File: src/rtl/core/rfsl_pkg.sv
// shared types and codes for the ready queue and sleep list scheduler core
package rfsl_pkg;

  // field widths fixed by the transaction format
  localparam int ID_W    = 8;
  localparam int TICKS_W = 16;

  // operation codes
  typedef enum logic [2:0] {
    OP_ADD     = 3'd0,
    OP_FETCH   = 3'd1,
    OP_REQUEUE = 3'd2,
    OP_SLEEP   = 3'd3,
    OP_TICK    = 3'd4
  } op_t;

  // result status codes
  typedef enum logic [1:0] {
    ST_OK      = 2'd0,
    ST_EMPTY   = 2'd1,
    ST_FULL    = 2'd2,
    ST_DISCARD = 2'd3
  } status_t;

  // process state codes for requeue
  localparam logic [1:0] PS_WAIT     = 2'd1;
  localparam logic [1:0] PS_FINISHED = 2'd2;

  // controller states
  typedef enum logic {
    S_IDLE,
    S_TICK
  } state_t;

  // ready fifo control and status
  typedef struct packed {
    logic push;
    logic pop;
  } fifo_ctl_t;

  typedef struct packed {
    logic full;
    logic empty;
  } fifo_stat_t;

endpackage

File: src/rtl/core/ready_fifo_with_sleep_list.sv
// scheduler core top level: ready queue, sleep list memory and tick walker
// add, fetch, requeue, sleep and tick on an empty sleep list strobe out_valid in the cycle
//   after the transaction is accepted; a tick over a non-empty sleep list strobes once its walk ends
// throughput: one transaction per cycle, except a tick holds busy while it
//   walks the sleep list memory one entry per cycle (read, decrement, write back)
// reset: synchronous, both queues empty; the receiver cannot stall, each result shows once
module ready_fifo_with_sleep_list #(
  parameter int READY_DEPTH = 64,
  parameter int SLEEP_DEPTH = 32
) (
  input  logic                               clk,
  input  logic                               rst_n,
  input  logic                               start,
  output logic                               busy,
  input  logic [2:0]                         in_op,
  input  logic [7:0]                         in_proc_id,
  input  logic [1:0]                         in_proc_state,
  input  logic [15:0]                        in_sleep_ticks,
  output logic                               out_valid,
  output logic                               out_got_process,
  output logic [7:0]                         out_proc_id,
  output logic [1:0]                         out_status,
  output logic [$clog2(READY_DEPTH+1)-1:0]   out_ready_count,
  output logic [$clog2(SLEEP_DEPTH+1)-1:0]   out_wait_count
);

  localparam int RCW   = $clog2(READY_DEPTH + 1);
  localparam int SCW   = $clog2(SLEEP_DEPTH + 1);
  localparam int SAW   = $clog2(SLEEP_DEPTH);
  localparam int ENT_W = rfsl_pkg::ID_W + rfsl_pkg::TICKS_W;

  rfsl_pkg::state_t          state_r, state_nxt;
  logic [SCW-1:0]            sleep_fill_r, sleep_fill_nxt;
  logic [SCW-1:0]            idx_r, idx_nxt;
  logic [SCW-1:0]            keep_r, keep_nxt;
  logic                      tick_full_r, tick_full_nxt;
  logic                      out_valid_r, out_valid_nxt;
  logic                      out_got_r, out_got_nxt;
  rfsl_pkg::status_t         out_status_r, out_status_nxt;

  logic [ENT_W-1:0]          sleep_mem [SLEEP_DEPTH];
  logic [ENT_W-1:0]          sleep_rd_r;
  logic                      sleep_we;
  logic [SAW-1:0]            sleep_waddr;
  logic [ENT_W-1:0]          sleep_wdata;
  logic                      sleep_re;
  logic [SAW-1:0]            sleep_raddr;

  rfsl_pkg::fifo_ctl_t       fifo_ctl;
  rfsl_pkg::fifo_stat_t      fifo_stat;
  logic [rfsl_pkg::ID_W-1:0] fifo_push_id;
  logic [rfsl_pkg::ID_W-1:0] fifo_rd_id;
  logic [RCW-1:0]            ready_fill;

  logic                      acc;
  rfsl_pkg::op_t             op;
  logic                      want_ready, want_sleep, want_discard;
  logic                      sleep_full, walk_last;
  logic [rfsl_pkg::ID_W-1:0]    rd_id;
  logic [rfsl_pkg::TICKS_W-1:0] rd_left, left_dec;
  logic                      due, tick_push;

  // transaction decode
  assign acc          = start && !busy;
  assign op           = rfsl_pkg::op_t'(in_op);
  assign want_discard = (op == rfsl_pkg::OP_REQUEUE) && (in_proc_state == rfsl_pkg::PS_FINISHED);
  assign want_sleep   = (op == rfsl_pkg::OP_SLEEP) ||
                        ((op == rfsl_pkg::OP_REQUEUE) && (in_proc_state == rfsl_pkg::PS_WAIT));
  assign want_ready   = (op == rfsl_pkg::OP_ADD) ||
                        ((op == rfsl_pkg::OP_REQUEUE) && !want_discard && !want_sleep);
  assign sleep_full   = (sleep_fill_r == SCW'(SLEEP_DEPTH));
  assign walk_last    = (idx_r == sleep_fill_r);

  // sleep entry under the walker: saturating decrement, due at zero
  assign rd_id     = sleep_rd_r[ENT_W-1 -: rfsl_pkg::ID_W];
  assign rd_left   = sleep_rd_r[rfsl_pkg::TICKS_W-1:0];
  assign left_dec  = (rd_left == '0) ? '0 : rd_left - rfsl_pkg::TICKS_W'(1);
  assign due       = (left_dec == '0);
  assign tick_push = due && !fifo_stat.full;

  // next state
  always_comb begin
    state_nxt = state_r;
    unique case (state_r)
      rfsl_pkg::S_IDLE: begin
        if (acc && (op == rfsl_pkg::OP_TICK) && (sleep_fill_r != '0)) begin
          state_nxt = rfsl_pkg::S_TICK;
        end
      end
      rfsl_pkg::S_TICK: begin
        if (walk_last) begin
          state_nxt = rfsl_pkg::S_IDLE;
        end
      end
      default: state_nxt = rfsl_pkg::S_IDLE;
    endcase
  end

  // datapath control and results
  always_comb begin
    sleep_fill_nxt = sleep_fill_r;
    idx_nxt        = idx_r;
    keep_nxt       = keep_r;
    tick_full_nxt  = tick_full_r;
    out_valid_nxt  = 1'b0;
    out_got_nxt    = 1'b0;
    out_status_nxt = rfsl_pkg::ST_OK;
    fifo_ctl       = '0;
    fifo_push_id   = in_proc_id;
    sleep_we       = 1'b0;
    sleep_waddr    = sleep_fill_r[SAW-1:0];
    sleep_wdata    = {in_proc_id, in_sleep_ticks};
    sleep_re       = 1'b0;
    sleep_raddr    = '0;
    unique case (state_r)
      rfsl_pkg::S_IDLE: begin
        sleep_re = 1'b1;
        if (acc) begin
          out_valid_nxt = 1'b1;
          if (want_discard) begin
            out_status_nxt = rfsl_pkg::ST_DISCARD;
          end else if (want_ready) begin
            if (fifo_stat.full) begin
              out_status_nxt = rfsl_pkg::ST_FULL;
            end else begin
              fifo_ctl.push = 1'b1;
            end
          end else if (want_sleep) begin
            if (sleep_full) begin
              out_status_nxt = rfsl_pkg::ST_FULL;
            end else begin
              sleep_we       = 1'b1;
              sleep_fill_nxt = sleep_fill_r + SCW'(1);
            end
          end else if (op == rfsl_pkg::OP_FETCH) begin
            if (fifo_stat.empty) begin
              out_status_nxt = rfsl_pkg::ST_EMPTY;
            end else begin
              fifo_ctl.pop = 1'b1;
              out_got_nxt  = 1'b1;
            end
          end else if ((op == rfsl_pkg::OP_TICK) && (sleep_fill_r != '0)) begin
            // entry 0 is read this cycle, walk starts next cycle
            out_valid_nxt = 1'b0;
            idx_nxt       = SCW'(1);
            keep_nxt      = '0;
            tick_full_nxt = 1'b0;
          end
        end
      end
      rfsl_pkg::S_TICK: begin
        // due entry goes to the ready queue, otherwise compacts to slot keep
        fifo_push_id  = rd_id;
        fifo_ctl.push = tick_push;
        sleep_we      = !tick_push;
        sleep_waddr   = keep_r[SAW-1:0];
        sleep_wdata   = {rd_id, left_dec};
        keep_nxt      = keep_r + SCW'(!tick_push);
        tick_full_nxt = tick_full_r || (due && fifo_stat.full);
        if (walk_last) begin
          sleep_fill_nxt = keep_nxt;
          out_valid_nxt  = 1'b1;
          out_status_nxt = tick_full_nxt ? rfsl_pkg::ST_FULL : rfsl_pkg::ST_OK;
        end else begin
          sleep_re    = 1'b1;
          sleep_raddr = idx_r[SAW-1:0];
          idx_nxt     = idx_r + SCW'(1);
        end
      end
      default: ;
    endcase
  end

  // control registers
  always_ff @(posedge clk) begin
    if (!rst_n) begin
      state_r      <= rfsl_pkg::S_IDLE;
      sleep_fill_r <= '0;
      idx_r        <= '0;
      keep_r       <= '0;
      tick_full_r  <= 1'b0;
      out_valid_r  <= 1'b0;
      out_got_r    <= 1'b0;
      out_status_r <= rfsl_pkg::ST_OK;
    end else begin
      state_r      <= state_nxt;
      sleep_fill_r <= sleep_fill_nxt;
      idx_r        <= idx_nxt;
      keep_r       <= keep_nxt;
      tick_full_r  <= tick_full_nxt;
      out_valid_r  <= out_valid_nxt;
      out_got_r    <= out_got_nxt;
      out_status_r <= out_status_nxt;
    end
  end

  // sleep list memory: write at keep or fill, registered read ahead of the walker
  always_ff @(posedge clk) begin
    if (sleep_we) begin
      sleep_mem[sleep_waddr] <= sleep_wdata;
    end
    if (sleep_re) begin
      sleep_rd_r <= sleep_mem[sleep_raddr];
    end
  end

  rfsl_ready_fifo #(
    .DEPTH (READY_DEPTH)
  ) u_ready (
    .clk     (clk),
    .rst_n   (rst_n),
    .ctl     (fifo_ctl),
    .push_id (fifo_push_id),
    .rd_id   (fifo_rd_id),
    .fill    (ready_fill),
    .stat    (fifo_stat)
  );

  // result ports: counts are stable through the strobe cycle
  assign busy            = (state_r != rfsl_pkg::S_IDLE);
  assign out_valid       = out_valid_r;
  assign out_got_process = out_got_r;
  assign out_proc_id     = out_got_r ? fifo_rd_id : '0;
  assign out_status      = out_status_r;
  assign out_ready_count = ready_fill;
  assign out_wait_count  = sleep_fill_r;

  // a result is only shown once the walker is back at rest
  assert property (@(posedge clk) disable iff (!rst_n) out_valid |-> !busy)
    else $error("result strobe while tick walk in progress");

  // compaction write never reaches the entry being read ahead
  assert property (@(posedge clk) disable iff (!rst_n)
    (state_r == rfsl_pkg::S_TICK) |-> (keep_r < idx_r))
    else $error("sleep write slot overtakes read slot");

  // a fetch that returns an id reports ok
  assert property (@(posedge clk) disable iff (!rst_n)
    (out_valid && out_got_process) |-> (out_status == rfsl_pkg::ST_OK))
    else $error("fetched id with non-ok status");

  // an accepted add into a queue with room grows it by one
  assert property (@(posedge clk) disable iff (!rst_n)
    (acc && (op == rfsl_pkg::OP_ADD) && !fifo_stat.full) |=>
      (ready_fill == $past(ready_fill) + RCW'(1)))
    else $error("ready count did not advance on add");

endmodule

File: src/rtl/core/rfsl_ready_fifo.sv
// ready queue: circular fifo of process ids in a synchronous memory
module rfsl_ready_fifo #(
  parameter int DEPTH = 64
) (
  input  logic                          clk,
  input  logic                          rst_n,
  input  rfsl_pkg::fifo_ctl_t           ctl,
  input  logic [rfsl_pkg::ID_W-1:0]     push_id,
  output logic [rfsl_pkg::ID_W-1:0]     rd_id,
  output logic [$clog2(DEPTH+1)-1:0]    fill,
  output rfsl_pkg::fifo_stat_t          stat
);

  localparam int AW = $clog2(DEPTH);
  localparam int CW = $clog2(DEPTH + 1);

  logic [rfsl_pkg::ID_W-1:0] mem [DEPTH];
  logic [rfsl_pkg::ID_W-1:0] rd_id_r;
  logic [AW-1:0]             head_r, head_nxt;
  logic [AW-1:0]             tail_r, tail_nxt;
  logic [CW-1:0]             fill_r, fill_nxt;

  // pointer wrap and occupancy
  always_comb begin
    head_nxt = head_r;
    tail_nxt = tail_r;
    fill_nxt = fill_r;
    if (ctl.push) begin
      tail_nxt = (tail_r == AW'(DEPTH - 1)) ? '0 : tail_r + AW'(1);
    end
    if (ctl.pop) begin
      head_nxt = (head_r == AW'(DEPTH - 1)) ? '0 : head_r + AW'(1);
    end
    if (ctl.push && !ctl.pop) begin
      fill_nxt = fill_r + CW'(1);
    end else if (ctl.pop && !ctl.push) begin
      fill_nxt = fill_r - CW'(1);
    end
  end

  always_ff @(posedge clk) begin
    if (!rst_n) begin
      head_r <= '0;
      tail_r <= '0;
      fill_r <= '0;
    end else begin
      head_r <= head_nxt;
      tail_r <= tail_nxt;
      fill_r <= fill_nxt;
    end
  end

  // memory: one write port at the tail, registered read at the head
  always_ff @(posedge clk) begin
    if (ctl.push) begin
      mem[tail_r] <= push_id;
    end
    if (ctl.pop) begin
      rd_id_r <= mem[head_r];
    end
  end

  assign rd_id      = rd_id_r;
  assign fill       = fill_r;
  assign stat.full  = (fill_r == CW'(DEPTH));
  assign stat.empty = (fill_r == '0);

endmodule
File: config.mk
export PLATFORM = sky130hd
export DESIGN_NAME = ready_fifo_with_sleep_list
export DESIGN_NICKNAME = d
export VERILOG_FILES = /design/src/rtl/core/rfsl_pkg.sv /design/src/rtl/core/ready_fifo_with_sleep_list.sv /design/src/rtl/core/rfsl_ready_fifo.sv
export SDC_FILE = /design/constraint.sdc
export NUM_CORES = 2
export LEC_CHECK = 0
export ABC_AREA = 1
export BUFFER_PORTS_ARGS = -buffer_cell sky130_fd_sc_hd__buf_2
export CORE_ASPECT_RATIO = 0.7
export CORE_MARGIN = 5
export CORE_UTILIZATION = 67
export CTS_CLUSTER_DIAMETER = 40
export CTS_CLUSTER_SIZE = 20
export DETAILED_ROUTE_END_ITERATION = 10
export GPL_ROUTABILITY_DRIVEN = 1
export PLACE_DENSITY_LB_ADDON = 0.3
export SLEW_MARGIN = 20
export SYNTH_ARGS = -nofsm -noshare
export SYNTH_HDL_FRONTEND = slang
export SYNTH_SLANG_ARGS = --single-unit
File: constraint.sdc
create_clock -name clk -period 5.54 [get_ports clk]
set_clock_uncertainty 0.2 [all_clocks]
set_input_delay 0.277 -clock clk [delete_from_list [all_inputs] [get_ports clk]]
set_output_delay 0.277 -clock clk [all_outputs]
set_load 0.05 [all_outputs]
==> results.py <==
metrics = {
    "place": {
        "port_buffers": 57,
        "post-dp-hpwl_um": 97700,
        "gp_congestion": 0.992,
        "pre_cts_slack_ns": 1.04,
    },
    "floorplanning": {
        "fp-row-count": 91,
        "num_io_pins": 58,
        "initial_core_util": 0.676,
        "die_w_um": 367,
        "dieArea_sq_um": 95100,
        "die_height_um": 260,
        "core_area_sq_um": 88100,
    },
    "route": {
        "vias": 44250,
        "via_per_inst": 6.55,
        "first_iter_violations": 7819,
        "detail_route.wl_per_cell_um": 25.4,
        "route.detailed.drc": 0,
        "wl_um": 171000,
        "drtAntennaViolNets": 0,
        "drtPass1Iterations": 9,
    },
    "yosys": {
        "yosysUniqueCellTypes": 42,
        "ys_ff_latch": 1355,
        "synth_area_sq_um": 59600,
        "syn_nets": 5623,
        "ys_warn_count": 0,
        "syn-mean-instance-area_sq_um": 10.7,
        "synth_cells": 5576,
        "synth-seq-area-share": 0.675,
    },
    "setup_path": {
        "critPathKind": "reg2reg",
        "cp_max_fo": 19,
        "critPathCaptureType": "flip-flop",
        "cp_common_cell": "nand2_1",
        "critPathRequiredTime_ns": 5.95,
        "slowest_stage": "ha_1",
        "cp_slowest_stage_delay_ns": 0.37,
        "cp-start-kind": "flip-flop",
        "cp_num_buf_inv": 3,
        "rrSetupSlack_ns": 0.93,
        "path_delay_family": "simple AND/OR/NAND/NOR gates",
        "crit_arrival_ns": 5.03,
    },
    "timing": {
        "finalWorstSetupSlack_ns": 0.926,
        "maxSlewHeadroom": 0.123,
        "post-route-period-util": 0.833,
        "fin_tns_setup_ns": 0,
        "tightest_slew_ns": 1.31,
        "setup_viol": 0,
        "fmax_ghz": 0.217,
        "rsz0062_at_grt": "no",
        "hold_viol_final": 0,
        "drv_slew": 0,
        "period_needed_ns": 4.61,
    },
    "cts": {
        "cts_tree": "done",
        "cts_buffers": 137,
        "cts_sinks": 1355,
        "ctsResizeCount": 0,
        "htree_levels": 4,
        "clk_latency_ns": 0.74,
        "cts.clk_slew.worst_paths_ns": 0.07,
        "cts_buffer_depth": 3,
        "cts_root_buf": "clkbuf_16",
    },
    "cells_and_area": {
        "final_common_cell": "edfxtp_1",
        "drive_above_1_share": 0.0843,
        "area_growth_syn_to_layout_pct": 11.0,
        "layout_common_cells": "edfxtp_1 (1312), inv_1 (861), nand3_1 (778)",
        "nets": 5529,
        "fillers": 5600,
    },
    "status": {
        "status": "complete, no violations",
    },
    "power_and_ir_drop": {
        "peakVddDrop_mv": 0.310,
        "power_mw": 22.4,
        "power_density_nw_per_um2": 338,
        "power.leakage_nw": 25.6,
    },
    "hold_path": {
        "hp-class": "in2reg",
    },
    "run": {
        "drv_cap": 0,
    },
    "grt": {
        "overflow": 0,
        "globalRouteTotalUtil": 0.354,
        "grt_pass1_vias": 40803,
        "grt_max_degree": 201,
        "grt_first_pass_wirelength_um": 254000,
        "antenna_found_initial": 6,
    },
}
## registers in the layout (all words and copies together) (netlist names), 7 cells and up
name / count
sleep_rd_r: 24
u_ready.fill: 7
u_ready.rd_id: 8
u_ready.mem: 512
sleep_mem: 768
## path summary, 6_finish.rpt
check                     from                to  depth (start not counted)
min          in_sleep_ticks[6]  sleep_mem[15][6]                          3
max reg2reg      sleep_rd_r[0]   u_ready.fill[5]                         25
max              sleep_rd_r[0]   u_ready.fill[5]                         25
min reg2reg          keep_r[5]         keep_r[5]                          2
## timing repair
item / CTS / global route
buffers inserted: 0 / 0
hold buffers: 10 / 1
endpoints found under the hold margin: 22 / 12
## power by group
group / internal [mW] / leakage (nW) / switching, mW
sequential: 11.3 / 12.2 / 0.0379
clock: 5.51 / 2.32 / 4.28
combinational: 0.210 / 11.1 / 1.00
total: 17.0 / 25.6 / 5.32
## kinds of logic (layout without fill, tap and decap cells)
kind of cell	Yosys count	after routing	share of synthesized area
and+or+nand+nor	2405	2405	0.187
DFF	1355	1355	0.675
buffers and inverters	1248	1268	0.0810
AOI/OAI and AO/OA	546	546	0.0522
adders and majority gates	15	15	0.00327
xor gates and xnor gates	7	7	0.00103
other	0	1	0
## metrics by stage
stage / area [sq um] / util / hold WS, ns / std cells
after floorplan: 59600 / - / 0.215 / 5576
after global placement: 61100 / 0.694 / 0.269 / 6490
after detailed placement: 61100 / 0.694 / 0.278 / 6490
after CTS: 66000 / 0.749 / 0.0653 / 6753
after global routing: 66100 / 0.751 / 0.00311 / 6758
final: 66100 / 0.751 / 0.0352 / 6759
## synthesized netlist by cell type (all sizes together)
cell	number	area (sq um)
nand3	787	3980
a21oi	85	440
edfxtp	1312	39400
xor2	7	61.3
buf	125	613
o221ai	50	438
nand4	401	2520
o21ai	301	1510
clkbuf	251	943
o21bai	7	52.6
nor4	3	18.8
a211oi	2	15.0
nor2	406	1560
o22ai	80	500
fa	1	20.0
a31oi	4	25.0
o211ai	15	113
o21a	1	7.51
clkinv	4	15.0
inv	868	3260
nand3b	1	7.51
o211a	1	10.0
nand2	793	3000
nor3	12	60.1
ha	14	175
or2	2	12.5
dfxtp	43	861
## final cells by class
class | count | area [sq um] | share of cell area
inverter | 872 | 3290 | 0.0497
antenna | 1 | 2.50 | 0.0000378
timing repair buffer | 143 | 1180 | 0.0178
sequential | 1355 | 40300 | 0.609
clock buffer | 150 | 3650 | 0.0551
clock inverter | 103 | 1130 | 0.0171
multi-input combinational | 2973 | 15200 | 0.229
tap | 1162 | 1450 | 0.0220
## worst reg2reg max path, cell delays in order, from the launching register on
cell and delay [ns]:
edfxtp_1 0.35, inv_1 0.17, ha_1 0.26, nand2_2 0.12
nor2_4 0.16, nand2_4 0.17, nand3_1 0.25, nand2_1 0.08
nor2_1 0.10, nand2_1 0.07, nor2_2 0.22, nand4_4 0.23
nand2_4 0.33, ha_1 0.23, inv_1 0.14, ha_1 0.37
nand2_1 0.07, nor2_1 0.04, a211oi_1 0.31, nor2_1 0.07
o21ai_0 0.16, nand2_1 0.09, nand2_1 0.06, nand2_1 0.05
o221ai_1 0.14, inv_1 0.05
## per-layer routing
metal  track usage  routed length [um]  vias to the layer above  share of wire
met5             0                  53                        -        0.00031
li1              -                   -                    19209              -
met4         0.114                5330                        8          0.031
met2         0.491               72300                     3717           0.42
met3         0.131               29700                      385           0.17
met1         0.523               64100                    20931           0.37
(Power assumes the default switching activity.)
